### src/rtl/mme_pkg.sv
// Shared types, codes and sizes for the matrix multiply engine.
`default_nettype none
package mme_pkg;

  localparam int DEF_MAX_DIM = 8;
  localparam int DIM_W       = 4;
  localparam int IDX_W       = 3;
  localparam int ELEM_W      = 16;
  localparam int PROD_W      = 2 * ELEM_W;
  localparam int ACC_W       = 35;
  localparam int CFG_IDX_W   = 2;
  localparam int MODE_W      = 2;
  localparam int CMD_DEPTH   = 2;
  localparam int OUT_DEPTH   = 4;

  localparam logic [MODE_W-1:0] MODE_WR_A    = 2'd0;
  localparam logic [MODE_W-1:0] MODE_WR_B    = 2'd1;
  localparam logic [MODE_W-1:0] MODE_COMPUTE = 2'd2;

  localparam logic [CFG_IDX_W-1:0] CFG_ROWS_A    = 2'd0;
  localparam logic [CFG_IDX_W-1:0] CFG_INNER_DIM = 2'd1;
  localparam logic [CFG_IDX_W-1:0] CFG_COLS_B    = 2'd2;

  localparam logic [DIM_W-1:0] DIM_RESET = 4'd8;

  typedef enum logic [1:0] {
    CMD_WR_A,
    CMD_WR_B,
    CMD_COMPUTE
  } cmd_op_e;

  typedef struct packed {
    cmd_op_e                  op;
    logic [IDX_W-1:0]         row;
    logic [IDX_W-1:0]         col;
    logic signed [ELEM_W-1:0] value;
  } cmd_t;

  typedef struct packed {
    logic [IDX_W-1:0]        row;
    logic [IDX_W-1:0]        col;
    logic signed [ACC_W-1:0] value;
    logic                    last;
  } res_t;

  typedef struct packed {
    logic [DIM_W-1:0] rows_a;
    logic [DIM_W-1:0] inner_dim;
    logic [DIM_W-1:0] cols_b;
  } dims_t;

endpackage
`default_nettype wire

### src/rtl/mme_ram.sv
// Generic single write port, single read port RAM with registered read data.
`default_nettype none
module mme_ram #(
  parameter int WIDTH = 16,
  parameter int DEPTH = 64,
  localparam int AW = (DEPTH > 1) ? $clog2(DEPTH) : 1
) (
  input  wire logic             clk_i,
  input  wire logic             we_i,
  input  wire logic [AW-1:0]    waddr_i,
  input  wire logic [WIDTH-1:0] wdata_i,
  input  wire logic [AW-1:0]    raddr_i,
  output logic      [WIDTH-1:0] rdata_o
);

  logic [WIDTH-1:0] mem_q [DEPTH];
  logic [WIDTH-1:0] rdata_q;

  always_ff @(posedge clk_i) begin
    if (we_i) begin
      mem_q[waddr_i] <= wdata_i;
    end
    rdata_q <= mem_q[raddr_i];
  end

  assign rdata_o = rdata_q;

endmodule
`default_nettype wire

### src/rtl/mme_fifo.sv
// Small register-based queue, used for commands and for finished results.
`default_nettype none
module mme_fifo #(
  parameter int WIDTH = 8,
  parameter int DEPTH = 2,
  localparam int PW = (DEPTH > 1) ? $clog2(DEPTH) : 1,
  localparam int CW = $clog2(DEPTH + 1)
) (
  input  wire logic             clk_i,
  input  wire logic             rst_ni,
  input  wire logic             push_i,
  input  wire logic [WIDTH-1:0] data_i,
  input  wire logic             pop_i,
  output logic      [WIDTH-1:0] data_o,
  output logic                  empty_o,
  output logic                  full_o
);

  logic [WIDTH-1:0] mem_q [DEPTH];
  logic [PW-1:0]    wr_ptr_q, wr_ptr_d, rd_ptr_q, rd_ptr_d;
  logic [CW-1:0]    count_q, count_d;
  logic             do_push, do_pop;

  assign empty_o = (count_q == '0);
  assign full_o  = (count_q == CW'(DEPTH));
  assign do_push = push_i && !full_o;
  assign do_pop  = pop_i && !empty_o;
  assign data_o  = mem_q[rd_ptr_q];

  always_comb begin
    wr_ptr_d = wr_ptr_q;
    rd_ptr_d = rd_ptr_q;
    count_d  = count_q;
    if (do_push) begin
      wr_ptr_d = (wr_ptr_q == PW'(DEPTH - 1)) ? '0 : wr_ptr_q + PW'(1);
    end
    if (do_pop) begin
      rd_ptr_d = (rd_ptr_q == PW'(DEPTH - 1)) ? '0 : rd_ptr_q + PW'(1);
    end
    if (do_push && !do_pop) begin
      count_d = count_q + CW'(1);
    end else if (do_pop && !do_push) begin
      count_d = count_q - CW'(1);
    end
  end

  always_ff @(posedge clk_i or negedge rst_ni) begin
    if (!rst_ni) begin
      wr_ptr_q <= '0;
      rd_ptr_q <= '0;
      count_q  <= '0;
    end else begin
      wr_ptr_q <= wr_ptr_d;
      rd_ptr_q <= rd_ptr_d;
      count_q  <= count_d;
    end
  end

  always_ff @(posedge clk_i) begin
    if (do_push) begin
      mem_q[wr_ptr_q] <= data_i;
    end
  end

endmodule
`default_nettype wire

### src/rtl/mme_front.sv
// Front end: take requests, drop those that do nothing, hand commands on.
`default_nettype none
module mme_front
  import mme_pkg::*;
#(
  parameter int MAX_DIM = DEF_MAX_DIM
) (
  input  wire logic                     clk_i,
  input  wire logic                     rst_ni,
  input  wire logic                     in_valid_i,
  output logic                          in_stall_o,
  input  wire logic [MODE_W-1:0]        mode_i,
  input  wire logic [IDX_W-1:0]         elem_row_i,
  input  wire logic [IDX_W-1:0]         elem_col_i,
  input  wire logic signed [ELEM_W-1:0] elem_value_i,
  output logic                          cmd_push_o,
  output cmd_t                          cmd_o,
  input  wire logic                     cmd_full_i
);

  logic cmd_valid_q, cmd_valid_d;
  cmd_t cmd_q, cmd_d;
  logic accept, in_range, keep;

  assign in_stall_o = cmd_valid_q && cmd_full_i;
  assign accept     = in_valid_i && !in_stall_o;
  assign cmd_push_o = cmd_valid_q && !cmd_full_i;
  assign cmd_o      = cmd_q;

  assign in_range = (DIM_W'(elem_row_i) < DIM_W'(MAX_DIM))
                 && (DIM_W'(elem_col_i) < DIM_W'(MAX_DIM));

  // Classify: out-of-range writes and the unused mode are dropped here.
  always_comb begin
    cmd_d       = cmd_q;
    keep        = 1'b0;
    cmd_d.row   = elem_row_i;
    cmd_d.col   = elem_col_i;
    cmd_d.value = elem_value_i;
    unique case (mode_i)
      MODE_WR_A: begin
        cmd_d.op = CMD_WR_A;
        keep     = in_range;
      end
      MODE_WR_B: begin
        cmd_d.op = CMD_WR_B;
        keep     = in_range;
      end
      MODE_COMPUTE: begin
        cmd_d.op = CMD_COMPUTE;
        keep     = 1'b1;
      end
      default: begin
        cmd_d.op = CMD_COMPUTE;
        keep     = 1'b0;
      end
    endcase
  end

  always_comb begin
    cmd_valid_d = cmd_valid_q;
    if (cmd_push_o) begin
      cmd_valid_d = 1'b0;
    end
    if (accept) begin
      cmd_valid_d = keep;
    end
  end

  always_ff @(posedge clk_i or negedge rst_ni) begin
    if (!rst_ni) begin
      cmd_valid_q <= 1'b0;
    end else begin
      cmd_valid_q <= cmd_valid_d;
    end
  end

  always_ff @(posedge clk_i) begin
    if (accept) begin
      cmd_q <= cmd_d;
    end
  end

endmodule
`default_nettype wire

### src/rtl/mme_back.sv
// Back end: store writes and the multiply-accumulate sequencer.
`default_nettype none
module mme_back
  import mme_pkg::*;
#(
  parameter int MAX_DIM = DEF_MAX_DIM
) (
  input  wire logic  clk_i,
  input  wire logic  rst_ni,
  input  wire logic  cmd_valid_i,
  input  wire cmd_t  cmd_i,
  output logic       cmd_pop_o,
  input  wire dims_t dims_i,
  output logic       res_push_o,
  output res_t       res_o,
  input  wire logic  res_pop_i
);

  localparam int DEPTH  = MAX_DIM * MAX_DIM;
  localparam int ADDR_W = (DEPTH > 1) ? $clog2(DEPTH) : 1;
  localparam int FULL_W = 2 * IDX_W + 1;
  localparam int PEND_W = $clog2(OUT_DEPTH + 1);

  localparam logic ST_IDLE = 1'b0;
  localparam logic ST_RUN  = 1'b1;

  function automatic logic [ADDR_W-1:0] addr_of(logic [IDX_W-1:0] r, logic [IDX_W-1:0] c);
    logic [FULL_W-1:0] full;
    full = FULL_W'(r) * FULL_W'(MAX_DIM) + FULL_W'(c);
    return full[ADDR_W-1:0];
  endfunction

  function automatic logic [DIM_W-1:0] eff_dim(logic [DIM_W-1:0] reg_val);
    logic [DIM_W-1:0] res;
    if (reg_val == '0) begin
      res = DIM_W'(1);
    end else if (reg_val > DIM_W'(MAX_DIM)) begin
      res = DIM_W'(MAX_DIM);
    end else begin
      res = reg_val;
    end
    return res;
  endfunction

  logic                state_q, state_d;
  logic [IDX_W-1:0]    i_q, i_d, j_q, j_d, k_q, k_d;
  logic [DIM_W-1:0]    nr_q, nr_d, nk_q, nk_d, nc_q, nc_d;
  logic [PEND_W-1:0]   pend_q, pend_d;
  logic                start, issue, elem_start, last_k, last_i, last_j;
  logic                wr_a, wr_b;
  logic [ADDR_W-1:0]   wr_addr;
  logic [ELEM_W-1:0]   a_rdata, b_rdata;

  // Stage one: tags aligned with the RAM read data.
  logic                s1_valid_q, s1_first_q, s1_lastk_q, s1_lastel_q;
  logic [IDX_W-1:0]    s1_i_q, s1_j_q;
  // Stage two: registered product.
  logic                s2_valid_q, s2_first_q, s2_lastk_q, s2_lastel_q;
  logic [IDX_W-1:0]    s2_i_q, s2_j_q;
  logic signed [PROD_W-1:0] prod_q;
  logic signed [ACC_W-1:0]  acc_q, acc_d;

  assign cmd_pop_o = (state_q == ST_IDLE) && cmd_valid_i;
  assign wr_a      = cmd_pop_o && (cmd_i.op == CMD_WR_A);
  assign wr_b      = cmd_pop_o && (cmd_i.op == CMD_WR_B);
  assign start     = cmd_pop_o && (cmd_i.op == CMD_COMPUTE);
  assign wr_addr   = addr_of(cmd_i.row, cmd_i.col);

  // Hold a new element back until the result queue has room reserved for it.
  assign issue      = (state_q == ST_RUN) && ((k_q != '0) || (pend_q < PEND_W'(OUT_DEPTH)));
  assign elem_start = issue && (k_q == '0);
  assign last_k     = ({1'b0, k_q} == nk_q - DIM_W'(1));
  assign last_i     = ({1'b0, i_q} == nr_q - DIM_W'(1));
  assign last_j     = ({1'b0, j_q} == nc_q - DIM_W'(1));

  mme_ram #(.WIDTH(ELEM_W), .DEPTH(DEPTH)) u_store_a (
    .clk_i  (clk_i),
    .we_i   (wr_a),
    .waddr_i(wr_addr),
    .wdata_i(cmd_i.value),
    .raddr_i(addr_of(i_q, k_q)),
    .rdata_o(a_rdata)
  );

  mme_ram #(.WIDTH(ELEM_W), .DEPTH(DEPTH)) u_store_b (
    .clk_i  (clk_i),
    .we_i   (wr_b),
    .waddr_i(wr_addr),
    .wdata_i(cmd_i.value),
    .raddr_i(addr_of(k_q, j_q)),
    .rdata_o(b_rdata)
  );

  always_comb begin
    state_d = state_q;
    i_d     = i_q;
    j_d     = j_q;
    k_d     = k_q;
    nr_d    = nr_q;
    nk_d    = nk_q;
    nc_d    = nc_q;
    if (start) begin
      state_d = ST_RUN;
      i_d     = '0;
      j_d     = '0;
      k_d     = '0;
      nr_d    = eff_dim(dims_i.rows_a);
      nk_d    = eff_dim(dims_i.inner_dim);
      nc_d    = eff_dim(dims_i.cols_b);
    end else if (issue) begin
      if (last_k) begin
        k_d = '0;
        if (last_j) begin
          j_d = '0;
          if (last_i) begin
            state_d = ST_IDLE;
          end else begin
            i_d = i_q + IDX_W'(1);
          end
        end else begin
          j_d = j_q + IDX_W'(1);
        end
      end else begin
        k_d = k_q + IDX_W'(1);
      end
    end
  end

  always_comb begin
    pend_d = pend_q;
    if (elem_start && !res_pop_i) begin
      pend_d = pend_q + PEND_W'(1);
    end else if (res_pop_i && !elem_start) begin
      pend_d = pend_q - PEND_W'(1);
    end
  end

  assign acc_d = s2_first_q ? ACC_W'(prod_q) : acc_q + ACC_W'(prod_q);

  assign res_push_o  = s2_valid_q && s2_lastk_q;
  assign res_o.row   = s2_i_q;
  assign res_o.col   = s2_j_q;
  assign res_o.value = acc_d;
  assign res_o.last  = s2_lastel_q;

  always_ff @(posedge clk_i or negedge rst_ni) begin
    if (!rst_ni) begin
      state_q    <= ST_IDLE;
      i_q        <= '0;
      j_q        <= '0;
      k_q        <= '0;
      nr_q       <= DIM_W'(1);
      nk_q       <= DIM_W'(1);
      nc_q       <= DIM_W'(1);
      pend_q     <= '0;
      s1_valid_q <= 1'b0;
      s2_valid_q <= 1'b0;
    end else begin
      state_q    <= state_d;
      i_q        <= i_d;
      j_q        <= j_d;
      k_q        <= k_d;
      nr_q       <= nr_d;
      nk_q       <= nk_d;
      nc_q       <= nc_d;
      pend_q     <= pend_d;
      s1_valid_q <= issue;
      s2_valid_q <= s1_valid_q;
    end
  end

  always_ff @(posedge clk_i) begin
    s1_first_q  <= (k_q == '0);
    s1_lastk_q  <= last_k;
    s1_lastel_q <= last_i && last_j;
    s1_i_q      <= i_q;
    s1_j_q      <= j_q;
    s2_first_q  <= s1_first_q;
    s2_lastk_q  <= s1_lastk_q;
    s2_lastel_q <= s1_lastel_q;
    s2_i_q      <= s1_i_q;
    s2_j_q      <= s1_j_q;
    prod_q      <= $signed(a_rdata) * $signed(b_rdata);
    if (s2_valid_q) begin
      acc_q <= acc_d;
    end
  end

endmodule
`default_nettype wire

### src/rtl/matrix_multiply_engine_top.sv
// Top level of the fixed-point matrix multiply engine.
`default_nettype none
// Fixed-point matrix multiply engine. Requests on the input channel either
// load one signed Q8.8 entry of matrix A (mode 0) or matrix B (mode 1), or
// ask for the product C = A * B (mode 2); mode 3 and loads whose row or
// column lies outside the stores are dropped without a result. A compute
// request sends every element of C in row-major order on the output
// channel, each the exact signed Q19.16 sum of its products, with last set
// on the final element. The dimension registers (rows_a, inner_dim, cols_b)
// are to be written by the user on the configuration port only while the
// block is idle; the block itself does not enforce it. A value of 0 acts
// as 1 and a value above MAX_DIM acts as MAX_DIM. Every store entry that a
// compute reads must have been loaded since reset; the stores have no
// clearing pass and are usable straight out of reset. A compute takes the
// products of each result element one after another on the single
// multiply-accumulate unit, through the RAM read, multiply and accumulate
// stages; results queue in a four-entry buffer and issue pauses only when
// that buffer is reserved in full. A command queue of two entries sits
// between the request decoder and the compute sequencer; it holds loads
// sent while a product is worked on, until it and the decoder are full.
module matrix_multiply_engine_top
  import mme_pkg::*;
#(
  parameter int MAX_DIM = DEF_MAX_DIM
) (
  input  wire logic                     clk_i,
  input  wire logic                     rst_ni,
  // request channel
  input  wire logic                     in_valid_i,
  output logic                          in_stall_o,
  input  wire logic [MODE_W-1:0]        mode_i,
  input  wire logic [IDX_W-1:0]         elem_row_i,
  input  wire logic [IDX_W-1:0]         elem_col_i,
  input  wire logic signed [ELEM_W-1:0] elem_value_i,
  // result channel
  output logic                          out_valid_o,
  input  wire logic                     out_stall_i,
  output logic [IDX_W-1:0]              out_row_o,
  output logic [IDX_W-1:0]              out_col_o,
  output logic signed [ACC_W-1:0]       out_value_o,
  output logic                          last_o,
  // configuration write channel
  input  wire logic                     cfg_valid_i,
  output logic                          cfg_ready_o,
  input  wire logic [CFG_IDX_W-1:0]     cfg_index_i,
  input  wire logic [DIM_W-1:0]         cfg_data_i
);

  dims_t dims_q, dims_d;
  logic  cfg_write;

  // Decoder to sequencer command path.
  logic  front_push, cmd_full, cmd_empty, cmd_pop;
  cmd_t  front_cmd, queue_cmd;

  // Sequencer to output path.
  logic  res_push, res_full, res_empty, res_pop;
  res_t  back_res, head_res;

  // Configuration is always accepted.
  assign cfg_ready_o = 1'b1;
  assign cfg_write   = cfg_valid_i && cfg_ready_o;

  always_comb begin
    dims_d = dims_q;
    if (cfg_write) begin
      unique case (cfg_index_i)
        CFG_ROWS_A:    dims_d.rows_a    = cfg_data_i;
        CFG_INNER_DIM: dims_d.inner_dim = cfg_data_i;
        CFG_COLS_B:    dims_d.cols_b    = cfg_data_i;
        default:       dims_d           = dims_q;
      endcase
    end
  end

  always_ff @(posedge clk_i or negedge rst_ni) begin
    if (!rst_ni) begin
      dims_q <= '{rows_a: DIM_RESET, inner_dim: DIM_RESET, cols_b: DIM_RESET};
    end else begin
      dims_q <= dims_d;
    end
  end

  mme_front #(.MAX_DIM(MAX_DIM)) u_front (
    .clk_i       (clk_i),
    .rst_ni      (rst_ni),
    .in_valid_i  (in_valid_i),
    .in_stall_o  (in_stall_o),
    .mode_i      (mode_i),
    .elem_row_i  (elem_row_i),
    .elem_col_i  (elem_col_i),
    .elem_value_i(elem_value_i),
    .cmd_push_o  (front_push),
    .cmd_o       (front_cmd),
    .cmd_full_i  (cmd_full)
  );

  mme_fifo #(.WIDTH($bits(cmd_t)), .DEPTH(CMD_DEPTH)) u_cmd_queue (
    .clk_i  (clk_i),
    .rst_ni (rst_ni),
    .push_i (front_push),
    .data_i (front_cmd),
    .pop_i  (cmd_pop),
    .data_o (queue_cmd),
    .empty_o(cmd_empty),
    .full_o (cmd_full)
  );

  mme_back #(.MAX_DIM(MAX_DIM)) u_back (
    .clk_i      (clk_i),
    .rst_ni     (rst_ni),
    .cmd_valid_i(!cmd_empty),
    .cmd_i      (queue_cmd),
    .cmd_pop_o  (cmd_pop),
    .dims_i     (dims_q),
    .res_push_o (res_push),
    .res_o      (back_res),
    .res_pop_i  (res_pop)
  );

  // The sequencer reserves a slot before each element, so a push never
  // meets a full buffer.
  mme_fifo #(.WIDTH($bits(res_t)), .DEPTH(OUT_DEPTH)) u_res_queue (
    .clk_i  (clk_i),
    .rst_ni (rst_ni),
    .push_i (res_push),
    .data_i (back_res),
    .pop_i  (res_pop),
    .data_o (head_res),
    .empty_o(res_empty),
    .full_o (res_full)
  );

  assign out_valid_o = !res_empty;
  assign res_pop     = out_valid_o && !out_stall_i && !(res_full && 1'b0);
  assign out_row_o   = head_res.row;
  assign out_col_o   = head_res.col;
  assign out_value_o = head_res.value;
  assign last_o      = head_res.last;

endmodule
`default_nettype wire
### config.mk
export PLATFORM = sky130hd
export DESIGN_NAME = matrix_multiply_engine_top
export DESIGN_NICKNAME = d
export VERILOG_FILES = /design/src/rtl/mme_pkg.sv /design/src/rtl/mme_ram.sv /design/src/rtl/mme_fifo.sv /design/src/rtl/mme_front.sv /design/src/rtl/mme_back.sv /design/src/rtl/matrix_multiply_engine_top.sv
export SDC_FILE = /design/constraint.sdc
export NUM_CORES = 2
export LEC_CHECK = 0
export BUFFER_PORTS_ARGS = -buffer_cell sky130_fd_sc_hd__clkbuf_2
export CORE_ASPECT_RATIO = 0.6
export CORE_MARGIN = 2
export CORE_UTILIZATION = 45
export DETAILED_ROUTE_END_ITERATION = 16
export RECOVER_POWER = 25
export SYNTH_ARGS = -nofsm -noshare
export SYNTH_HDL_FRONTEND = slang
export SYNTH_SLANG_ARGS = --single-unit
### constraint.sdc
create_clock -name clk_i -period 14.3 [get_ports clk_i]
set_input_delay 1.43 -clock clk_i [delete_from_list [all_inputs] [get_ports clk_i]]
set_output_delay 1.43 -clock clk_i [all_outputs]
set_load 0.005 [all_outputs]
-- Yosys cells after proc, flatten, opt, wreduce, memory -nomap -nowiden
Memories as Yosys holds them, arrays and structs flattened. A register that Yosys moved wholly into a read port is not among the register bits.
Index checks and enable logic that the tools add are counted.
W data, S select, Z words.
- input bits: 35
- memory bits (writable): 2264
- memory bits (read-only): 0
- word-level logic and storage cells: 186
- memories: 4
- bits in registers: 160
- output and inout port bits: 45
- latch bits: 0
- memories (memory ; depth ; width ; read ports ; clocked after Yosys merged registers in ; wr ports ; line ; source):
    u_back.u_store_a.mem_q ; 64 ; 16 ; 1 ; 1 ; 1 ; mme_ram.sv:16 ; logic [WIDTH-1:0] mem_q [DEPTH];
    u_back.u_store_b.mem_q ; 64 ; 16 ; 1 ; 1 ; 1 ; mme_ram.sv:16 ;
    u_res_queue.mem_q ; 4 ; 42 ; 1 ; 0 ; 1 ; mme_fifo.sv:19 ; logic [WIDTH-1:0] mem_q [DEPTH];
    u_cmd_queue.mem_q ; 2 ; 24 ; 1 ; 0 ; 1 ; mme_fifo.sv:19 ;
- multiplexer cells: 46
- bitwise logic cells: 1
- multipliers: 1
- add/sub/neg operators: 20
- reduce and logical (&&, ||, !) cells: 60
- shift operators: 0
- equality and inequality tests: 14
- $lt $le $gt $ge: 4
- divide/modulo/power cells: 0
- operator list (kind ; count):
    $mux W3 ; 16
    $add A35 B32 Y35 ; 1
    $mux W35 ; 1
    $mul A16 B16 Y32 ; 1
    $mux W4 ; 6
    $logic_and A1 B1 Y1 ; 22
    $add A6 B3 Y6 ; 3
    $mux W1 ; 18
    $reduce_bool A2 Y1 ; 8
    $add A3 B1 Y3 const B ; 5
    $eq A2 B2 Y1 const B ; 6
    $eq A3 B4 Y1 ; 3
    $gt A4 B4 Y1 const B ; 3
    $logic_not A1 Y1 ; 12
    $logic_not A4 Y1 ; 3
    $sub A4 B1 Y4 const B ; 3
    $logic_not A2 Y1 ; 4
    $mux W2 ; 4
    $reduce_and A2 Y1 ; 4
    $reduce_and A4 Y1 ; 2
    $add A2 B1 Y2 const B ; 3
    $eq A2 B1 Y1 const B ; 3
    $logic_not A3 Y1 ; 2
    $sub A3 B1 Y3 const B ; 2
    10 further kinds ; 11

-- Longest topological paths before layout
- depth in word-level cells: 8
- gate-level depth with buffers: 24

-- By module
From an unflattened synthesis, not the netlist that was laid out.
- cell total of the unflattened synthesis: 5702
- area, all modules: 105357.3 um^2
- modules (own cells, without submodules) (module ; times used ; area an instance (um^2) ; cells an instance ; sequential area each (um^2)):
    mme_ram ; 2 ; 40042.2 ; 1829 ; 31069.8
    mme_back ; 1 ; 15463.6 ; 1629 ; 2731.4
    mme_fifo (u_res_queue) ; 1 ; 6493.7 ; 257 ; 5220.0
    mme_fifo (u_cmd_queue) ; 1 ; 2030.7 ; 94 ; 1541.5
    mme_front ; 1 ; 789.5 ; 32 ; 745.7
    matrix_multiply_engine_top ; 1 ; 495.5 ; 32 ; 304.0

-- Worst setup path before layout
Ideal clock, no wire load.
- kind: register to register
- from: register u_back.u_store_a.rdata_q[11] (netlist: u_back.u_store_a.rdata_o[11]) (read register of u_back.u_store_a.mem_q)
- to: register u_back.prod_q[31]
- period minus slack after synthesis: 6022 ps
- path buffers: 1
- required time: 14172 ps
- stages on the path, launching flop included: 22
- arrival: 5894 ps
- slack: 8278 ps
- path through: dfxtp_1 clkbuf_1 nand2_1 fa_1 fa_1 inv_1 fa_1 fa_1 fa_1 inv_1 fa_1 inv_1 ha_1 a21o_1 a21oi_1 o221ai_1 a41o_1 a221oi_2 o21ai_1 o41ai_2 mux2i_1 nand4_1
- cells in the longest elaborated chain, start to end: 1
- ends and longest elaborated chain (element ; line ; source):
    start, declared ; mme_ram.sv:17 ; logic [WIDTH-1:0] rdata_q;
    $mul A16 B16 Y32 ; mme_back.sv:183 ; prod_q <= $signed(a_rdata) * $signed(b_rdata);
    end signal, assigned ; mme_back.sv:183 ;
    end, declared ; mme_back.sv:60 ; logic signed [PROD_W-1:0] prod_q;
No other way between the ends.
A chain may end at the register's enable or synchronous reset.

-- Worst setup path in the final report
- from: register u_back.u_store_a.rdata_q[11] (netlist: u_back.u_store_a.rdata_o[11]) (read register of u_back.u_store_a.mem_q)
- to: register u_back.prod_q[30]
Same word-level chain as after synthesis.

==> summary.md <==
| Metric | Value |
|---|---|
| Synth cell count leaders | edfxtp_1, mux4_2, inv_1 |
| Fill cells | 18227 |
| Pre-antenna DRT Iters | 5 |
| XOR/XNOR Fraction of Synth Area | 0.8026% |
| Die H | 375.8 µm |
| EDFF count, synth | 2323 |
| Htree depth | 4 |
| Req. time, crit path | 15.02 ns |
| Mapped Nets | 5555 |
| Gate family responsible for the most delay along the worst path | adder cells |
| Type of the worst setup path | reg2reg |
| Worst min path class | reg2reg |
| Synth-to-Final Area Change | 11.60% |
| Adder-cell share of the synthesized area | 6.699% |
| Die width | 623.6 µm |
| Crit share post-route | 48.76% |
| Antenna-violating nets left | 0 |
| I/O Buffers | 78 |
| HPWL Detailed | 156100 µm |
| Post-Syn Area per Cell | 20.23 µm² |
| GPL Wtd Cong | 0.8141 |
| Detail-routed via count per cell | 5.803 |
| CP max-delay cell | a211oi_1 |
| Worst slew margin | -122.9% |
| Startpoint Class | flip-flop |
| Multiplexer share of the synthesized area | 15.98% |
| Share of synthesized flip-flops with an asynchronous set or reset | 2.077% |
| Buf/Inv on CP | 3 |
| Initial DRC Count | 6458 |
| RSZ-0062 raised after global routing | no |
| FF+latch area | 72690 µm² |
| Status | finished with violations |
| Synth area leader | edfxtp_1 |
| CTS resizes | 0 |
| Skew-Pair Late Insertion Delay | 0.88 ns |
| Max incr delay on CP | 0.89 ns |
| Post-layout nets | 5823 |
| Initial antenna violation count | 31 |
| WL per Instance | 29.47 µm |
| Worst-path cell chain | nand2_1 > fa_1 > fa_1 > inv_1 > fa_1 > fa_1 > fa_1 > inv_1 > fa_1 > inv_1 > ha_1 > and3_1 > nand3_1 > o221ai_1 > a211oi_1 > a2bb2oi_1 > a21oi_1 > a21oi_1 > o21ai_1 > xor2_1 |
| Initial Util | 45.26% |
| Final Max Tran Viols | 982 |
| Critical path arrival | 7.70 ns |
| Post-synthesis compound-gate area fraction | 1.352% |
| Largest family of logic cells by synthesized area | multiplexers |
| CP dominant cell by count | fa_1 |
| CTS sink cnt | 2456 |
| CTS Buf Count | 225 |
| Max-cap violations | 24 |
| Number of global-route vias before repair | 50067 |
| Top-area cell type share of the netlist area | 67.29% |
| CTS tree | yes |
| Post-synth top flop | edfxtp_1 |
| Core ar. | 229000 µm² |
| Hold-fix buffers, CTS | 0 |
| Fin Setup TNS | 0 ns |
| Yosys cell types | 72 |
| Post CTS Setup Buffer Count | 0 |
| Simple-gate share of the synthesized area | 2.867% |
| Critical path peak fanout | 16 |
| Top-count cell post-synth | edfxtp_1 |
| Final setup fails | 0 |
| Area of the multi-input gates | 28800 µm² |
| Congestion Overflow GR | 0 |
| Remaining DRCs | 0 |
| Std-Cell Rows | 136 |
| Io pins | 80 |
| Ranking of synthesized cells by area | edfxtp_1, mux4_2, fa_1 |
| Worst Setup End Kind | flip-flop |
| Peak Freq | 143.4 MHz |
| Synthesized area | 103700 µm² |
| Gate count of the mapped netlist | 5124 |
| Failing checks | max-capacitance violations, max-slew violations |
| Share of post-route cells with drive strength above 1 | 24.01% |
| FF+latch count, synth | 2456 |
| Skew final | 0.06763 ns |
| Final WL | 254000 µm |
| Sequential area share after synthesis | 70.11% |
| GRT Util Overall | 21.86% |
| Final Hold Viols | 0 |
| Largest net degree at the start of global routing | 133 |
| Die ar. | 234300 µm² |
| Yosys warning count | 0 |
| Clock transition at path regs | 0.07 ns |
| Via count | 49998 |
| Minimum clock period | 6.973 ns |
| CTS max path bufs | 4 |
| Slew @ Worst Pin | 3.343 ns |
| Root Buffer | clkbuf_16 |
| First-pass GRT wire length | 366500 µm |
-- worst paths after layout --
| path | start | endpoint | depth (start not counted) | slack [ns] |
|---|---|---|---|---|
| setup / recovery | u_back.u_store_a.rdata_o[11] | u_back.prod_q[30] | 20 | 7.33 |
| hold / removal | u_back.s1_j_q[0] | u_back.s2_j_q[0] | 0 | 0.33 |
| setup reg to reg | u_back.u_store_a.rdata_o[11] | u_back.prod_q[30] | 20 | 7.33 |
| hold reg to reg | u_back.s1_j_q[0] | u_back.s2_j_q[0] | 0 | 0.33 |
| max in group asynchronous | rst_ni | u_back.k_q[2] | 2 | 10.15 |
| min in group asynchronous | rst_ni | u_cmd_queue.rd_ptr_q | 2 | 1.79 |
-- worst register-to-register path, delay by kind of cell (launching register included) --
kind | cells | cell delay [ns]
fa+ha+maj | 7 | 3.38
flops | 1 | 0.80
xor+xnor | 1 | 0.15
compound gates | 6 | 1.88
simple gates | 3 | 0.55
buf+inv | 3 | 0.14
-- logic make-up (layout without fill, tap and decap cells) --
kind of cell,count (synthesis),after routing
xor+xnor,95,95
other cells,1,12
buf+inv,558,1003
fa+ha+maj,396,396
simple gates,644,644
compound gates,219,219
mux,755,755
flops,2456,2456
-- final cells by class --
class	count	share of cell area (%)
flip-flops and latches	2456	62.84
repair buffers	259	1.522
diodes	11	0.02379
multi-input cells	2110	24.90
well taps	3036	3.284
clock inverters	126	1.142
clock buffers	278	5.190
inverters	340	1.104
-- cell usage in the layout, fill, tap and decap left out, types with 9 or more instances in the layout --
master      count
a21o_1         25
diode_2        11
clkbuf_2       72
mux4_1          9
clkbuf_16     229
clkbuf_1       57
bufinv_16      26
clkinvlp_4     11
ha_1          131
and2_0          9
xor2_1         34
o21ai_1        31
dfxtp_1        82
nand2_1       236
dfrtp_1        42
inv_1         338
clkinv_1       42
nand2b_1       21
nand3_1        10
mux2_2         18
fa_1          265
mux2_1         17
clkbuf_8        9
nor3_1         12
o21ai_0        48
xnor2_1        61
nor2_1        162
buf_4         164
clkinv_2       34
edfxtp_1     2323
nor2_2         27
mux4_2        705
a21oi_1        54
and2_1        121
-- per-stage QoR --
step	hold WS (ns)	utilization, %	area (µm²)	std cells	worst slack (ns)
finish	0.3288	50.51	115700	8616	7.327
global route	0.3335	50.50	115700	8606	6.976
CTS	0.3310	50.56	115800	8605	7.424
detailed placement	0.3157	47.36	108500	8201	7.426
global placement	0.3111	47.36	108500	8201	7.476
floorplan	0.3096	-	103700	5124	8.278
-- state kept, by name (all words and copies together) (netlist names), 4 cells and up --
signal                    count
u_front.cmd_o                24
u_res_queue.mem_q           168
u_back.nc_q                   4
u_back.nr_q                   4
u_back.u_store_a.rdata_o     16
u_back.u_store_b.mem_q     1024
dims_q                       12
u_cmd_queue.mem_q            48
u_back.prod_q                32
u_back.acc_q                 35
u_back.nk_q                   4
u_back.u_store_b.rdata_o     16
u_back.u_store_a.mem_q     1024
-- metal layers --
layer	GRT usage, %	vias up	wire length [µm]
met5	0	-	44
met4	4.203	6	4756
met3	6.511	287	27900
met2	29.61	2090	104800
met1	34.92	26884	116400
li1	-	20731	-
Power is left out: the tool's default activity adds up to more than one toggle a clock period on the data nets, which glitch-free logic cannot reach.
